$ cat src/rtl/core/txp_pkg.sv
`timescale 1ns / 1ps

package txp_pkg;

    localparam int ID_BYTES_DEF = 32;
    localparam int QUEUE_DEPTH  = 4;
    localparam int QPTR_W       = $clog2(QUEUE_DEPTH);

    localparam logic [7:0] PFX_2B = 8'hfd;
    localparam logic [7:0] PFX_4B = 8'hfe;

    typedef enum logic [3:0] {
        K_COUNT  = 4'd0,
        K_ID     = 4'd1,
        K_INDEX  = 4'd2,
        K_SLEN   = 4'd3,
        K_SBYTE  = 4'd4,
        K_SEQ    = 4'd5,
        K_AMOUNT = 4'd6,
        K_DONE   = 4'd7,
        K_TRUNC  = 4'd8
    } t_kind;

    typedef struct packed {
        logic [7:0] data_byte;
        logic       end_of_buffer;
    } t_in_word;

    typedef struct packed {
        logic [3:0]  field_kind;
        logic [63:0] field_value;
        logic [63:0] entry_number;
        logic        last_of_run;
    } t_out_word;

    // One entry of the queue between the parser and the result sequencer.
    typedef struct packed {
        logic        burst;
        t_kind       a_kind;
        logic [63:0] a_value;
        logic [63:0] a_entry;
        logic        has_b;
        t_kind       b_kind;
        logic [63:0] b_entry;
    } t_cmd;

endpackage

$ cat src/rtl/core/txp_cmd_fifo.sv
`timescale 1ns / 1ps

module txp_cmd_fifo (
    input  logic          i_clk,
    input  logic          i_rst_n,
    input  logic          i_push,
    input  txp_pkg::t_cmd i_data,
    output logic          o_full,
    output logic          o_valid,
    output txp_pkg::t_cmd o_data,
    input  logic          i_pop
);

    txp_pkg::t_cmd                 r_mem [txp_pkg::QUEUE_DEPTH];
    logic [txp_pkg::QPTR_W-1:0]    r_wptr;
    logic [txp_pkg::QPTR_W-1:0]    r_rptr;
    logic [txp_pkg::QPTR_W:0]      r_count;
    logic                          wr;
    logic                          rd;

    assign o_full  = (r_count == (txp_pkg::QPTR_W+1)'(txp_pkg::QUEUE_DEPTH));
    assign o_valid = (r_count != '0);
    assign o_data  = r_mem[r_rptr];
    assign wr      = i_push && !o_full;
    assign rd      = i_pop && o_valid;

    always_ff @(posedge i_clk) begin
        if (wr) begin
            r_mem[r_wptr] <= i_data;
        end
    end

    always_ff @(posedge i_clk) begin
        if (!i_rst_n) begin
            r_wptr  <= '0;
            r_rptr  <= '0;
            r_count <= '0;
        end else begin
            if (wr) begin
                r_wptr <= r_wptr + 1'b1;
            end
            if (rd) begin
                r_rptr <= r_rptr + 1'b1;
            end
            if (wr && !rd) begin
                r_count <= r_count + 1'b1;
            end else if (rd && !wr) begin
                r_count <= r_count - 1'b1;
            end
        end
    end

endmodule

$ cat src/rtl/core/txp_front.sv
`timescale 1ns / 1ps

module txp_front #(
    parameter int  ID_BYTES = txp_pkg::ID_BYTES_DEF,
    localparam int IDW      = $clog2(ID_BYTES > 1 ? ID_BYTES : 2)
) (
    input  logic              i_clk,
    input  logic              i_rst_n,
    input  logic              i_cfg_valid,
    output logic              o_cfg_ready,
    input  logic              i_cfg_data,
    input  logic              i_push,
    output logic              o_full,
    input  txp_pkg::t_in_word i_in_word,
    output logic              o_cmd_push,
    output txp_pkg::t_cmd     o_cmd,
    input  logic              i_q_full,
    output logic              o_id_we,
    output logic [IDW-1:0]    o_id_waddr,
    output logic [7:0]        o_id_wdata,
    input  logic              i_burst_done
);

    typedef enum logic [11:0] {
        PH_CNT_PFX = 12'b0000_0000_0001,
        PH_CNT_EXT = 12'b0000_0000_0010,
        PH_ID      = 12'b0000_0000_0100,
        PH_INDEX   = 12'b0000_0000_1000,
        PH_ISL_PFX = 12'b0000_0001_0000,
        PH_ISL_EXT = 12'b0000_0010_0000,
        PH_ISCRIPT = 12'b0000_0100_0000,
        PH_SEQ     = 12'b0000_1000_0000,
        PH_AMOUNT  = 12'b0001_0000_0000,
        PH_OSL_PFX = 12'b0010_0000_0000,
        PH_OSL_EXT = 12'b0100_0000_0000,
        PH_OSCRIPT = 12'b1000_0000_0000
    } t_phase;

    t_phase        r_phase, n_phase;
    logic [5:0]    r_fcnt, n_fcnt;
    logic [63:0]   r_acc, n_acc;
    logic [3:0]    r_pwidth, n_pwidth;
    logic [63:0]   r_left, n_left;
    logic [63:0]   r_entry, n_entry;
    logic [63:0]   r_sleft, n_sleft;
    logic          r_stopped, n_stopped;
    logic          r_list_kind;
    logic          r_busy, n_busy;

    logic          take;
    logic [7:0]    b;
    logic [63:0]   b64;
    logic [63:0]   acc_take;
    logic [5:0]    fcnt_inc;
    logic          take_done;
    logic          pfx_short;
    logic [3:0]    pfx_width;
    logic [63:0]   left_dec;
    logic [63:0]   sleft_dec;
    logic [63:0]   entry_inc;

    logic          cnt_known;
    logic          slen_known;
    logic          slen_out;
    logic [63:0]   known_val;
    logic          do_finish;
    logic          do_begin;
    logic          have_a;
    logic          id_we;
    txp_pkg::t_cmd cmd;

    assign o_cfg_ready = 1'b1;
    assign o_full      = i_q_full || ((r_phase == PH_ID) && r_busy);
    assign take        = i_push && !o_full;
    assign b           = i_in_word.data_byte;
    assign b64         = {56'h0, b};
    assign fcnt_inc    = r_fcnt + 6'd1;
    assign take_done   = fcnt_inc >= {2'b00, r_pwidth};
    assign pfx_short   = b < txp_pkg::PFX_2B;
    assign pfx_width   = (b == txp_pkg::PFX_2B) ? 4'd2 :
                         (b == txp_pkg::PFX_4B) ? 4'd4 : 4'd8;
    assign left_dec    = r_left - 64'd1;
    assign sleft_dec   = r_sleft - 64'd1;
    assign entry_inc   = r_entry + 64'd1;

    always_comb begin
        for (int k = 0; k < 8; k++) begin
            acc_take[8*k +: 8] = r_acc[8*k +: 8] | ((r_fcnt[2:0] == 3'(k)) ? b : 8'h00);
        end
    end

    always_comb begin
        n_phase    = r_phase;
        n_fcnt     = r_fcnt;
        n_acc      = r_acc;
        n_pwidth   = r_pwidth;
        n_left     = r_left;
        n_entry    = r_entry;
        n_sleft    = r_sleft;
        n_stopped  = r_stopped;
        cnt_known  = 1'b0;
        slen_known = 1'b0;
        slen_out   = 1'b0;
        known_val  = 64'h0;
        do_finish  = 1'b0;
        do_begin   = 1'b0;
        have_a     = 1'b0;
        id_we      = 1'b0;
        cmd        = '0;
        if (take && !r_stopped) begin
            case (r_phase)
                PH_CNT_PFX: begin
                    if (pfx_short) begin
                        cnt_known = 1'b1;
                        known_val = b64;
                        n_acc     = b64;
                    end else begin
                        n_phase  = PH_CNT_EXT;
                        n_fcnt   = 6'd0;
                        n_acc    = 64'h0;
                        n_pwidth = pfx_width;
                    end
                end
                PH_CNT_EXT: begin
                    n_fcnt = fcnt_inc;
                    n_acc  = acc_take;
                    if (take_done) begin
                        cnt_known = 1'b1;
                        known_val = acc_take;
                    end
                end
                PH_ID: begin
                    id_we  = r_fcnt < 6'(ID_BYTES);
                    n_fcnt = fcnt_inc;
                    if (fcnt_inc >= 6'(ID_BYTES)) begin
                        cmd.burst   = 1'b1;
                        cmd.a_entry = r_entry;
                        n_phase     = PH_INDEX;
                        n_fcnt      = 6'd0;
                        n_acc       = 64'h0;
                        n_pwidth    = 4'd4;
                    end
                end
                PH_INDEX: begin
                    n_fcnt = fcnt_inc;
                    n_acc  = acc_take;
                    if (take_done) begin
                        have_a      = 1'b1;
                        cmd.a_kind  = txp_pkg::K_INDEX;
                        cmd.a_value = acc_take;
                        cmd.a_entry = r_entry;
                        n_phase     = PH_ISL_PFX;
                    end
                end
                PH_ISL_PFX, PH_OSL_PFX: begin
                    if (pfx_short) begin
                        slen_known = 1'b1;
                        slen_out   = (r_phase == PH_OSL_PFX);
                        known_val  = b64;
                        n_acc      = b64;
                    end else begin
                        n_phase  = (r_phase == PH_OSL_PFX) ? PH_OSL_EXT : PH_ISL_EXT;
                        n_fcnt   = 6'd0;
                        n_acc    = 64'h0;
                        n_pwidth = pfx_width;
                    end
                end
                PH_ISL_EXT, PH_OSL_EXT: begin
                    n_fcnt = fcnt_inc;
                    n_acc  = acc_take;
                    if (take_done) begin
                        slen_known = 1'b1;
                        slen_out   = (r_phase == PH_OSL_EXT);
                        known_val  = acc_take;
                    end
                end
                PH_ISCRIPT, PH_OSCRIPT: begin
                    have_a      = 1'b1;
                    cmd.a_kind  = txp_pkg::K_SBYTE;
                    cmd.a_value = b64;
                    cmd.a_entry = r_entry;
                    n_sleft     = sleft_dec;
                    if (sleft_dec == 64'h0) begin
                        if (r_phase == PH_OSCRIPT) begin
                            do_finish = 1'b1;
                        end else begin
                            n_phase  = PH_SEQ;
                            n_fcnt   = 6'd0;
                            n_acc    = 64'h0;
                            n_pwidth = 4'd4;
                        end
                    end
                end
                PH_SEQ: begin
                    n_fcnt = fcnt_inc;
                    n_acc  = acc_take;
                    if (take_done) begin
                        have_a      = 1'b1;
                        cmd.a_kind  = txp_pkg::K_SEQ;
                        cmd.a_value = acc_take;
                        cmd.a_entry = r_entry;
                        do_finish   = 1'b1;
                    end
                end
                PH_AMOUNT: begin
                    n_fcnt = fcnt_inc;
                    n_acc  = acc_take;
                    if (take_done) begin
                        have_a      = 1'b1;
                        cmd.a_kind  = txp_pkg::K_AMOUNT;
                        cmd.a_value = acc_take;
                        cmd.a_entry = r_entry;
                        n_phase     = PH_OSL_PFX;
                    end
                end
                default: begin
                    n_phase = PH_CNT_PFX;
                end
            endcase

            if (cnt_known) begin
                have_a      = 1'b1;
                cmd.a_kind  = txp_pkg::K_COUNT;
                cmd.a_value = known_val;
                cmd.a_entry = 64'h0;
                n_left      = known_val;
                n_entry     = 64'h0;
                if (known_val == 64'h0) begin
                    cmd.has_b   = 1'b1;
                    cmd.b_kind  = txp_pkg::K_DONE;
                    cmd.b_entry = 64'h0;
                    n_stopped   = 1'b1;
                end else begin
                    do_begin = 1'b1;
                end
            end

            if (slen_known) begin
                have_a      = 1'b1;
                cmd.a_kind  = txp_pkg::K_SLEN;
                cmd.a_value = known_val;
                cmd.a_entry = r_entry;
                n_sleft     = known_val;
                if (known_val != 64'h0) begin
                    n_phase = slen_out ? PH_OSCRIPT : PH_ISCRIPT;
                end else if (slen_out) begin
                    do_finish = 1'b1;
                end else begin
                    n_phase  = PH_SEQ;
                    n_fcnt   = 6'd0;
                    n_acc    = 64'h0;
                    n_pwidth = 4'd4;
                end
            end

            if (do_finish) begin
                n_entry = entry_inc;
                n_left  = left_dec;
                if (left_dec == 64'h0) begin
                    cmd.has_b   = 1'b1;
                    cmd.b_kind  = txp_pkg::K_DONE;
                    cmd.b_entry = entry_inc;
                    n_stopped   = 1'b1;
                end else begin
                    do_begin = 1'b1;
                end
            end

            if (do_begin) begin
                if (r_list_kind) begin
                    n_phase  = PH_AMOUNT;
                    n_fcnt   = 6'd0;
                    n_acc    = 64'h0;
                    n_pwidth = 4'd8;
                end else begin
                    n_phase = PH_ID;
                    n_fcnt  = 6'd0;
                end
            end

            // A partially received field is dropped when the buffer ends.
            if (i_in_word.end_of_buffer && !n_stopped) begin
                n_stopped = 1'b1;
                if (have_a || cmd.burst) begin
                    cmd.has_b   = 1'b1;
                    cmd.b_kind  = txp_pkg::K_TRUNC;
                    cmd.b_entry = n_entry;
                end else begin
                    have_a      = 1'b1;
                    cmd.a_kind  = txp_pkg::K_TRUNC;
                    cmd.a_value = 64'h0;
                    cmd.a_entry = n_entry;
                end
            end
        end
    end

    assign o_cmd      = cmd;
    assign o_cmd_push = take && !r_stopped && (have_a || cmd.burst);
    assign o_id_we    = id_we;
    assign o_id_waddr = r_fcnt[IDW-1:0];
    assign o_id_wdata = b;

    always_comb begin
        n_busy = r_busy;
        if (o_cmd_push && cmd.burst) begin
            n_busy = 1'b1;
        end else if (i_burst_done) begin
            n_busy = 1'b0;
        end
    end

    always_ff @(posedge i_clk) begin
        if (!i_rst_n) begin
            r_phase     <= PH_CNT_PFX;
            r_fcnt      <= '0;
            r_acc       <= '0;
            r_pwidth    <= '0;
            r_left      <= '0;
            r_entry     <= '0;
            r_sleft     <= '0;
            r_stopped   <= 1'b0;
            r_list_kind <= 1'b0;
            r_busy      <= 1'b0;
        end else begin
            r_phase   <= n_phase;
            r_fcnt    <= n_fcnt;
            r_acc     <= n_acc;
            r_pwidth  <= n_pwidth;
            r_left    <= n_left;
            r_entry   <= n_entry;
            r_sleft   <= n_sleft;
            r_stopped <= n_stopped;
            r_busy    <= n_busy;
            if (i_cfg_valid && o_cfg_ready) begin
                r_list_kind <= i_cfg_data;
            end
        end
    end

    a_push_room: assert property (@(posedge i_clk) disable iff (!i_rst_n)
        o_cmd_push |-> !i_q_full)
        else $error("command pushed into a full queue");

    a_id_no_overwrite: assert property (@(posedge i_clk) disable iff (!i_rst_n)
        o_id_we |-> !r_busy)
        else $error("id buffer written while a reversed burst is pending");

    a_stop_sticky: assert property (@(posedge i_clk) disable iff (!i_rst_n)
        r_stopped |=> r_stopped)
        else $error("parser left the stopped state without reset");

endmodule

$ cat src/rtl/core/txp_back.sv
`timescale 1ns / 1ps

module txp_back #(
    parameter int  ID_BYTES = txp_pkg::ID_BYTES_DEF,
    localparam int IDW      = $clog2(ID_BYTES > 1 ? ID_BYTES : 2)
) (
    input  logic               i_clk,
    input  logic               i_rst_n,
    input  logic               i_q_valid,
    input  txp_pkg::t_cmd      i_q_data,
    output logic               o_q_pop,
    input  logic               i_id_we,
    input  logic [IDW-1:0]     i_id_waddr,
    input  logic [7:0]         i_id_wdata,
    output logic               o_burst_done,
    output logic               o_empty,
    input  logic               i_pop,
    output txp_pkg::t_out_word o_out_word
);

    typedef enum logic [2:0] {
        S_HEAD  = 3'b001,
        S_BURST = 3'b010,
        S_TAIL  = 3'b100
    } t_state;

    localparam logic [IDW-1:0] LAST = IDW'(ID_BYTES - 1);

    t_state             r_state, n_state;
    txp_pkg::t_cmd      r_cmd, n_cmd;
    logic [IDW-1:0]     r_idx, n_idx;
    logic [7:0]         r_rd;
    logic [7:0]         r_mem [ID_BYTES];
    txp_pkg::t_out_word r_out, n_out;
    logic               r_out_valid;
    logic               out_free;
    logic               emit;

    assign out_free = !r_out_valid || i_pop;

    always_comb begin
        n_state      = r_state;
        n_cmd        = r_cmd;
        n_idx        = r_idx;
        n_out        = r_out;
        emit         = 1'b0;
        o_q_pop      = 1'b0;
        o_burst_done = 1'b0;
        case (r_state)
            S_HEAD: begin
                if (i_q_valid && (i_q_data.burst || out_free)) begin
                    o_q_pop = 1'b1;
                    n_cmd   = i_q_data;
                    if (i_q_data.burst) begin
                        n_state = S_BURST;
                        n_idx   = LAST;
                    end else begin
                        emit               = 1'b1;
                        n_out.field_kind   = i_q_data.a_kind;
                        n_out.field_value  = i_q_data.a_value;
                        n_out.entry_number = i_q_data.a_entry;
                        n_out.last_of_run  = !i_q_data.has_b;
                        if (i_q_data.has_b) begin
                            n_state = S_TAIL;
                        end
                    end
                end
            end
            S_BURST: begin
                if (out_free) begin
                    emit               = 1'b1;
                    n_out.field_kind   = txp_pkg::K_ID;
                    n_out.field_value  = {56'h0, r_rd};
                    n_out.entry_number = r_cmd.a_entry;
                    n_out.last_of_run  = (r_idx == '0) && !r_cmd.has_b;
                    if (r_idx == '0) begin
                        o_burst_done = 1'b1;
                        n_state      = r_cmd.has_b ? S_TAIL : S_HEAD;
                    end else begin
                        n_idx = r_idx - 1'b1;
                    end
                end
            end
            S_TAIL: begin
                if (out_free) begin
                    emit               = 1'b1;
                    n_out.field_kind   = r_cmd.b_kind;
                    n_out.field_value  = 64'h0;
                    n_out.entry_number = r_cmd.b_entry;
                    n_out.last_of_run  = 1'b1;
                    n_state            = S_HEAD;
                end
            end
            default: begin
                n_state = S_HEAD;
            end
        endcase
    end

    // The read address runs one step ahead so the byte is registered when it is needed.
    always_ff @(posedge i_clk) begin
        if (i_id_we) begin
            r_mem[i_id_waddr] <= i_id_wdata;
        end
        r_rd <= r_mem[n_idx];
    end

    always_ff @(posedge i_clk) begin
        r_cmd <= n_cmd;
        r_out <= n_out;
    end

    always_ff @(posedge i_clk) begin
        if (!i_rst_n) begin
            r_state     <= S_HEAD;
            r_idx       <= LAST;
            r_out_valid <= 1'b0;
        end else begin
            r_state <= n_state;
            r_idx   <= n_idx;
            if (emit) begin
                r_out_valid <= 1'b1;
            end else if (i_pop) begin
                r_out_valid <= 1'b0;
            end
        end
    end

    assign o_empty    = !r_out_valid;
    assign o_out_word = r_out;

    a_burst_cmd: assert property (@(posedge i_clk) disable iff (!i_rst_n)
        (r_state == S_BURST) |-> r_cmd.burst)
        else $error("reversed id burst running without a burst command");

    a_burst_ends: assert property (@(posedge i_clk) disable iff (!i_rst_n)
        o_burst_done |=> (r_state != S_BURST))
        else $error("burst still running after its last id byte");

endmodule

$ cat src/rtl/core/tx_input_output_list_parser.sv
`timescale 1ns / 1ps
// A result word is registered in the command queue and then in the output register;
// the first word of a reversed id also passes the S_BURST state and the id buffer read register.
// Throughput: one byte per cycle while each byte gives at most one word and the queue has room.
// The sequencer emits one word per cycle while the output is free; a byte with two words holds it
// for both, and the next id waits at its first byte while the last id goes out reversed.
// Synchronous active-low reset clears the parser, the queue and the output, not the id buffer.
module tx_input_output_list_parser #(
    parameter int ID_BYTES = txp_pkg::ID_BYTES_DEF
) (
    input  logic               i_clk,
    input  logic               i_rst_n,
    input  logic               push,
    output logic               full,
    input  txp_pkg::t_in_word  i_in_word,
    output logic               empty,
    input  logic               pop,
    output txp_pkg::t_out_word o_out_word,
    input  logic               i_cfg_valid,
    output logic               o_cfg_ready,
    input  logic               i_cfg_data
);

    localparam int IDW = $clog2(ID_BYTES > 1 ? ID_BYTES : 2);

    txp_pkg::t_cmd  f_cmd;
    logic           f_cmd_push;
    logic           q_full;
    logic           q_valid;
    txp_pkg::t_cmd  q_data;
    logic           q_pop;
    logic           id_we;
    logic [IDW-1:0] id_waddr;
    logic [7:0]     id_wdata;
    logic           burst_done;

    txp_front #(
        .ID_BYTES (ID_BYTES)
    ) u_front (
        .i_clk        (i_clk),
        .i_rst_n      (i_rst_n),
        .i_cfg_valid  (i_cfg_valid),
        .o_cfg_ready  (o_cfg_ready),
        .i_cfg_data   (i_cfg_data),
        .i_push       (push),
        .o_full       (full),
        .i_in_word    (i_in_word),
        .o_cmd_push   (f_cmd_push),
        .o_cmd        (f_cmd),
        .i_q_full     (q_full),
        .o_id_we      (id_we),
        .o_id_waddr   (id_waddr),
        .o_id_wdata   (id_wdata),
        .i_burst_done (burst_done)
    );

    txp_cmd_fifo u_fifo (
        .i_clk   (i_clk),
        .i_rst_n (i_rst_n),
        .i_push  (f_cmd_push),
        .i_data  (f_cmd),
        .o_full  (q_full),
        .o_valid (q_valid),
        .o_data  (q_data),
        .i_pop   (q_pop)
    );

    txp_back #(
        .ID_BYTES (ID_BYTES)
    ) u_back (
        .i_clk        (i_clk),
        .i_rst_n      (i_rst_n),
        .i_q_valid    (q_valid),
        .i_q_data     (q_data),
        .o_q_pop      (q_pop),
        .i_id_we      (id_we),
        .i_id_waddr   (id_waddr),
        .i_id_wdata   (id_wdata),
        .o_burst_done (burst_done),
        .o_empty      (empty),
        .i_pop        (pop),
        .o_out_word   (o_out_word)
    );

endmodule
$ cat config.mk
export PLATFORM = sky130hd
export DESIGN_NAME = tx_input_output_list_parser
export DESIGN_NICKNAME = d
export VERILOG_FILES = /design/src/rtl/core/txp_pkg.sv /design/src/rtl/core/txp_cmd_fifo.sv /design/src/rtl/core/txp_front.sv /design/src/rtl/core/txp_back.sv /design/src/rtl/core/tx_input_output_list_parser.sv
export SDC_FILE = /design/constraint.sdc
export NUM_CORES = 2
export LEC_CHECK = 0
export BUFFER_PORTS_ARGS = -buffer_cell sky130_fd_sc_hd__buf_2
export CAP_MARGIN = 20
export CORE_MARGIN = 2
export CORE_UTILIZATION = 40
export CTS_BUF_LIST = sky130_fd_sc_hd__clkbuf_4
export DETAILED_ROUTE_END_ITERATION = 7
export SLEW_MARGIN = 10
export SYNTH_ARGS = -nofsm -noshare
export SYNTH_HDL_FRONTEND = slang
export SYNTH_HIERARCHICAL = 1
export SYNTH_SLANG_ARGS = --single-unit
export TNS_END_PERCENT = 100
$ cat constraint.sdc
create_clock -name i_clk -period 12.6 [get_ports i_clk]
set_clock_uncertainty 0.2 [all_clocks]
set_input_delay 0 -clock i_clk [delete_from_list [all_inputs] [get_ports i_clk]]
set_output_delay 0 -clock i_clk [all_outputs]
set_load 0.02 [all_outputs]
==> flow_metrics.py <==
metrics = {
    "critical_path": {
        "criticalPathCategory": "flip-flop to flip-flop",
        "crit_path_cells": "inv_1, ha_1, inv_1, ha_1, o21ai_0, o211a_1, a21oi_1, a211oi_1, buf_4, a21boi_1, a211oi_4, nor2_1, nand2_1, a21oi_1, nor2b_1, and2_4, buf_4",
        "cp-start-kind": "flip-flop",
        "worst_ep_required_time_ns": 13.35,
        "cpPeakStageDelay_ns": 0.89,
        "critPathCaptureType": "flip-flop",
        "cp.arrival_ns": 8.32,
        "crit_path_max_fanout": 56,
        "crit_buf_inv": 4,
        "cp_top_family": "compound AO/OA/AOI/OAI gates",
        "critPathSlowestCell": "dfxtp_1",
    },
    "cells_and_area": {
        "total_area_of_sequential_cells_sq_um": 46100,
        "final_nets": 5865,
        "final_layout_size_suffix_gt1_share_pct": 20.7,
        "fillers": 16317,
        "multiInputGateArea_sq_um": 24200,
        "layout-area-overhead-vs-synth_pct": 11.6,
        "design_area_sq_um": 80900,
    },
    "sta": {
        "grt_setup_unrepaired": "no",
        "max_clock_freq_mhz": 132,
        "finalMaxSlewViolations": 0,
        "final-hold-violation-count": 0,
        "worst-slew-pin-transition_ns": 1.22,
        "setup_tns_ns": 0,
        "min_period_over_period_pct": 60.1,
        "fin_crit_ns": 7.57,
        "finalSetupViolCount": 0,
        "maxSlewHeadroom_pct": 18.5,
    },
    "hold_path": {
        "min_path_type": "input pin to flip-flop",
    },
    "logic_synthesis": {
        "synth.net_count": 5568,
        "synth.cells.most_frequent": "1,330 x edfxtp_1, 468 x nor2_1, 393 x nand2_1",
        "ranking_of_synthesized_cells_by_area": "edfxtp_1 55%, dfxtp_1 8.5%, mux4_2 6.3%",
        "synthesis.instances": 5531,
        "distinct_cell_type_count_after_synthesis": 109,
        "synth.ff_latch_count": 1637,
        "yosys.cell_count.top_type": "edfxtp_1",
        "post_synthesis_cell_area_sq_um": 72500,
        "postSynth.topFlopCell": "edfxtp_1",
        "warning_count_from_the_yosys_run": 6,
        "synthArstFlopShare_pct": 0,
        "synth_seq_area_share_pct": 63.5,
        "synth_top_area_share_pct": 55.1,
        "syn_avg_cell_area_sq_um": 13.1,
        "synth_edf_count": 1330,
        "synth_area_leader_cell": "edfxtp_1",
    },
    "routing": {
        "avgRoutedWirePerCell_um": 24.8,
        "via_count": 50479,
        "drcViolationCount": 0,
        "antenna_left": 0,
        "routed_via_density": 5.92,
        "route.final.wire_length_um": 211000,
        "drt_first_pass_iters": 8,
        "first_iter_violations": 5515,
    },
    "die": {
        "die_outline_area_sq_um": 185000,
        "fp.coreArea_sq_um": 181000,
        "floorplan.initialDensity_pct": 40.2,
        "die_x_um": 430,
        "design.portCount": 151,
        "die_height_um": 430,
        "rows": 156,
    },
    "grt": {
        "grtUsageTotal_pct": 22.4,
        "global_route_wire_length_before_repair_um": 315000,
        "grt_max_degree": 131,
        "antenna_found_initial": 9,
        "number_of_global_route_vias_before_repair": 49083,
        "globalRoute.totalOverflow": 0,
    },
    "power_and_ir_drop": {
        "total_switching_power_mw": 4.77,
        "cellPowerDensity_nw_per_um2": 190,
        "switching_share_of_power_pct": 31.0,
        "power_frac_seq_pct": 47.2,
        "p_leak_nw": 27.7,
        "power.combinational.fraction_pct": 23.1,
        "power.ir.vdd_worst_v": 0.000117,
        "power.clock.fraction_pct": 29.7,
        "cell_internal_power_mw": 10.6,
    },
    "clock_tree": {
        "ctsRootBufferMaster": "clkbuf_4",
        "clock_latency_ns": 1.43,
        "clk_pin_slew_worst_paths_ns": 0.07,
        "tritoncts": "done",
        "inserted_clock_buffers": 424,
        "cts_htree_levels": 5,
        "tritoncts_sinks": 1637,
        "post_cts.resized_instances": 0,
        "clockBufferDepth": 4,
    },
    "place": {
        "placement.cell_area_sq_um": 75100,
        "io_buffers": 149,
        "hpwl_um": 132000,
        "gp_weighted_congestion": 0.926,
    },
    "outcome": {
        "status": "complete, no violations",
    },
    "run": {
        "drv.max_cap_violation_count": 0,
    },
}
-- routing by layer --
metal | GRT usage, % | up-vias | part of all wire [%]
met4 | 8.48 | 4 | 3.4
met2 | 34.4 | 2251 | 46
met1 | 31.4 | 25329 | 43
li1 | - | 22465 | -
met5 | 0 | - | 0.0090
met3 | 4.63 | 430 | 8.0
-- flip-flops by register name, indices dropped and copies added (netlist names), 2 cells and up, named ones only --
name / flops
u_fifo/r_rptr: 2
u_front/r_acc: 64
u_fifo/r_mem: 808
u_back/r_state: 3
u_front/r_sleft: 64
u_front/r_fcnt: 6
u_back/r_cmd: 133
u_fifo/r_count: 3
u_fifo/r_wptr: 2
u_front/r_pwidth: 4
u_back/r_rd: 8
u_front/r_phase: 12
u_front/r_left: 64
u_front/r_entry: 64
u_back/o_out_word: 133
u_back/r_idx: 5
u_back/r_mem: 256
-- cell usage in the layout, fill, tap and decap left out, types with 149 or more instances in the layout --
master       n
edfxtp_1  1330
clkbuf_4   644
nor2_1     464
nand2_1    391
a21oi_1    308
dfxtp_1    305
mux4_2     202
o21ai_0    201
mux2i_1    160
buf_2      149
-- area by class of cell --
cell class / instances / share of cell area [%]
Antenna cell: 12 / 0.0371
Clock buffer: 644 / 5.97
Clock inverter: 98 / 0.672
Inverter: 56 / 0.266
Multi-Input combinational cell: 3406 / 29.9
Sequential cell: 1637 / 56.9
Tap cell: 2370 / 3.66
Timing Repair Buffer: 303 / 2.52
-- through the flow --
stage	total power, mW	std cells	hold slack (ns)	utilization, %	setup slack, ns
after floorplan	9.94	5531	-0.0528	-	3.17
after global placement	10.9	7727	0.0760	41.6	5.24
after detailed placement	10.9	7730	0.0926	41.6	5.17
after CTS	15.6	8511	0.0578	44.8	5.12
after global routing	16.2	8523	0.126	44.8	4.48
final	15.4	8526	0.158	44.8	5.03
-- tightest hold or removal path, stage by stage --
cell and delay, ns:
dlygate4sd3_1 0.53, buf_2 0.11, dlygate4sd3_1 0.54, buf_4 0.28
-- power by group through the flow --
stage / logic (mW) / registers [mW] / clock network (mW)
after floorplan: 2.23 / 7.70 / 0
after global placement: 3.54 / 7.36 / 0
after detailed placement: 3.56 / 7.38 / 0
after CTS: 3.59 / 7.27 / 4.70
after global routing: 3.81 / 7.35 / 4.99
final: 3.56 / 7.26 / 4.57
-- kinds of logic after synthesis --
kind of cell | Yosys count | synth area share, %
and+or+nand+nor | 1729 | 12.2
DFF | 1637 | 63.5
AOI/OAI and AO/OA | 1203 | 10.9
buffers and inverters | 488 | 3.35
muxes | 380 | 8.76
xor gates and xnor gates | 71 | 0.857
adders and majority gates | 22 | 0.390
other | 1 | 0.00517
-- path summary, 6_finish.rpt --
check,start,endpoint,slack [ns],cells after the start
worst max-delay path,u_front/r_fcnt[2],u_fifo/r_mem[0][36],5.03,17
worst min-delay path,i_in_word[7],u_back/r_mem[5][6],0.16,4
worst max register to register,u_front/r_fcnt[2],u_fifo/r_mem[0][36],5.03,17
worst min register to register,u_front/r_acc[43],u_front/r_acc[43],0.27,2
-- repair_timing --
| action | in CTS | in global routing |
|---|---|---|
| buffers inserted | 0 | 0 |
| hold buffers | 39 | 0 |
| endpoints found under the hold margin | 1858 | 0 |
(Power assumes the default switching activity.)
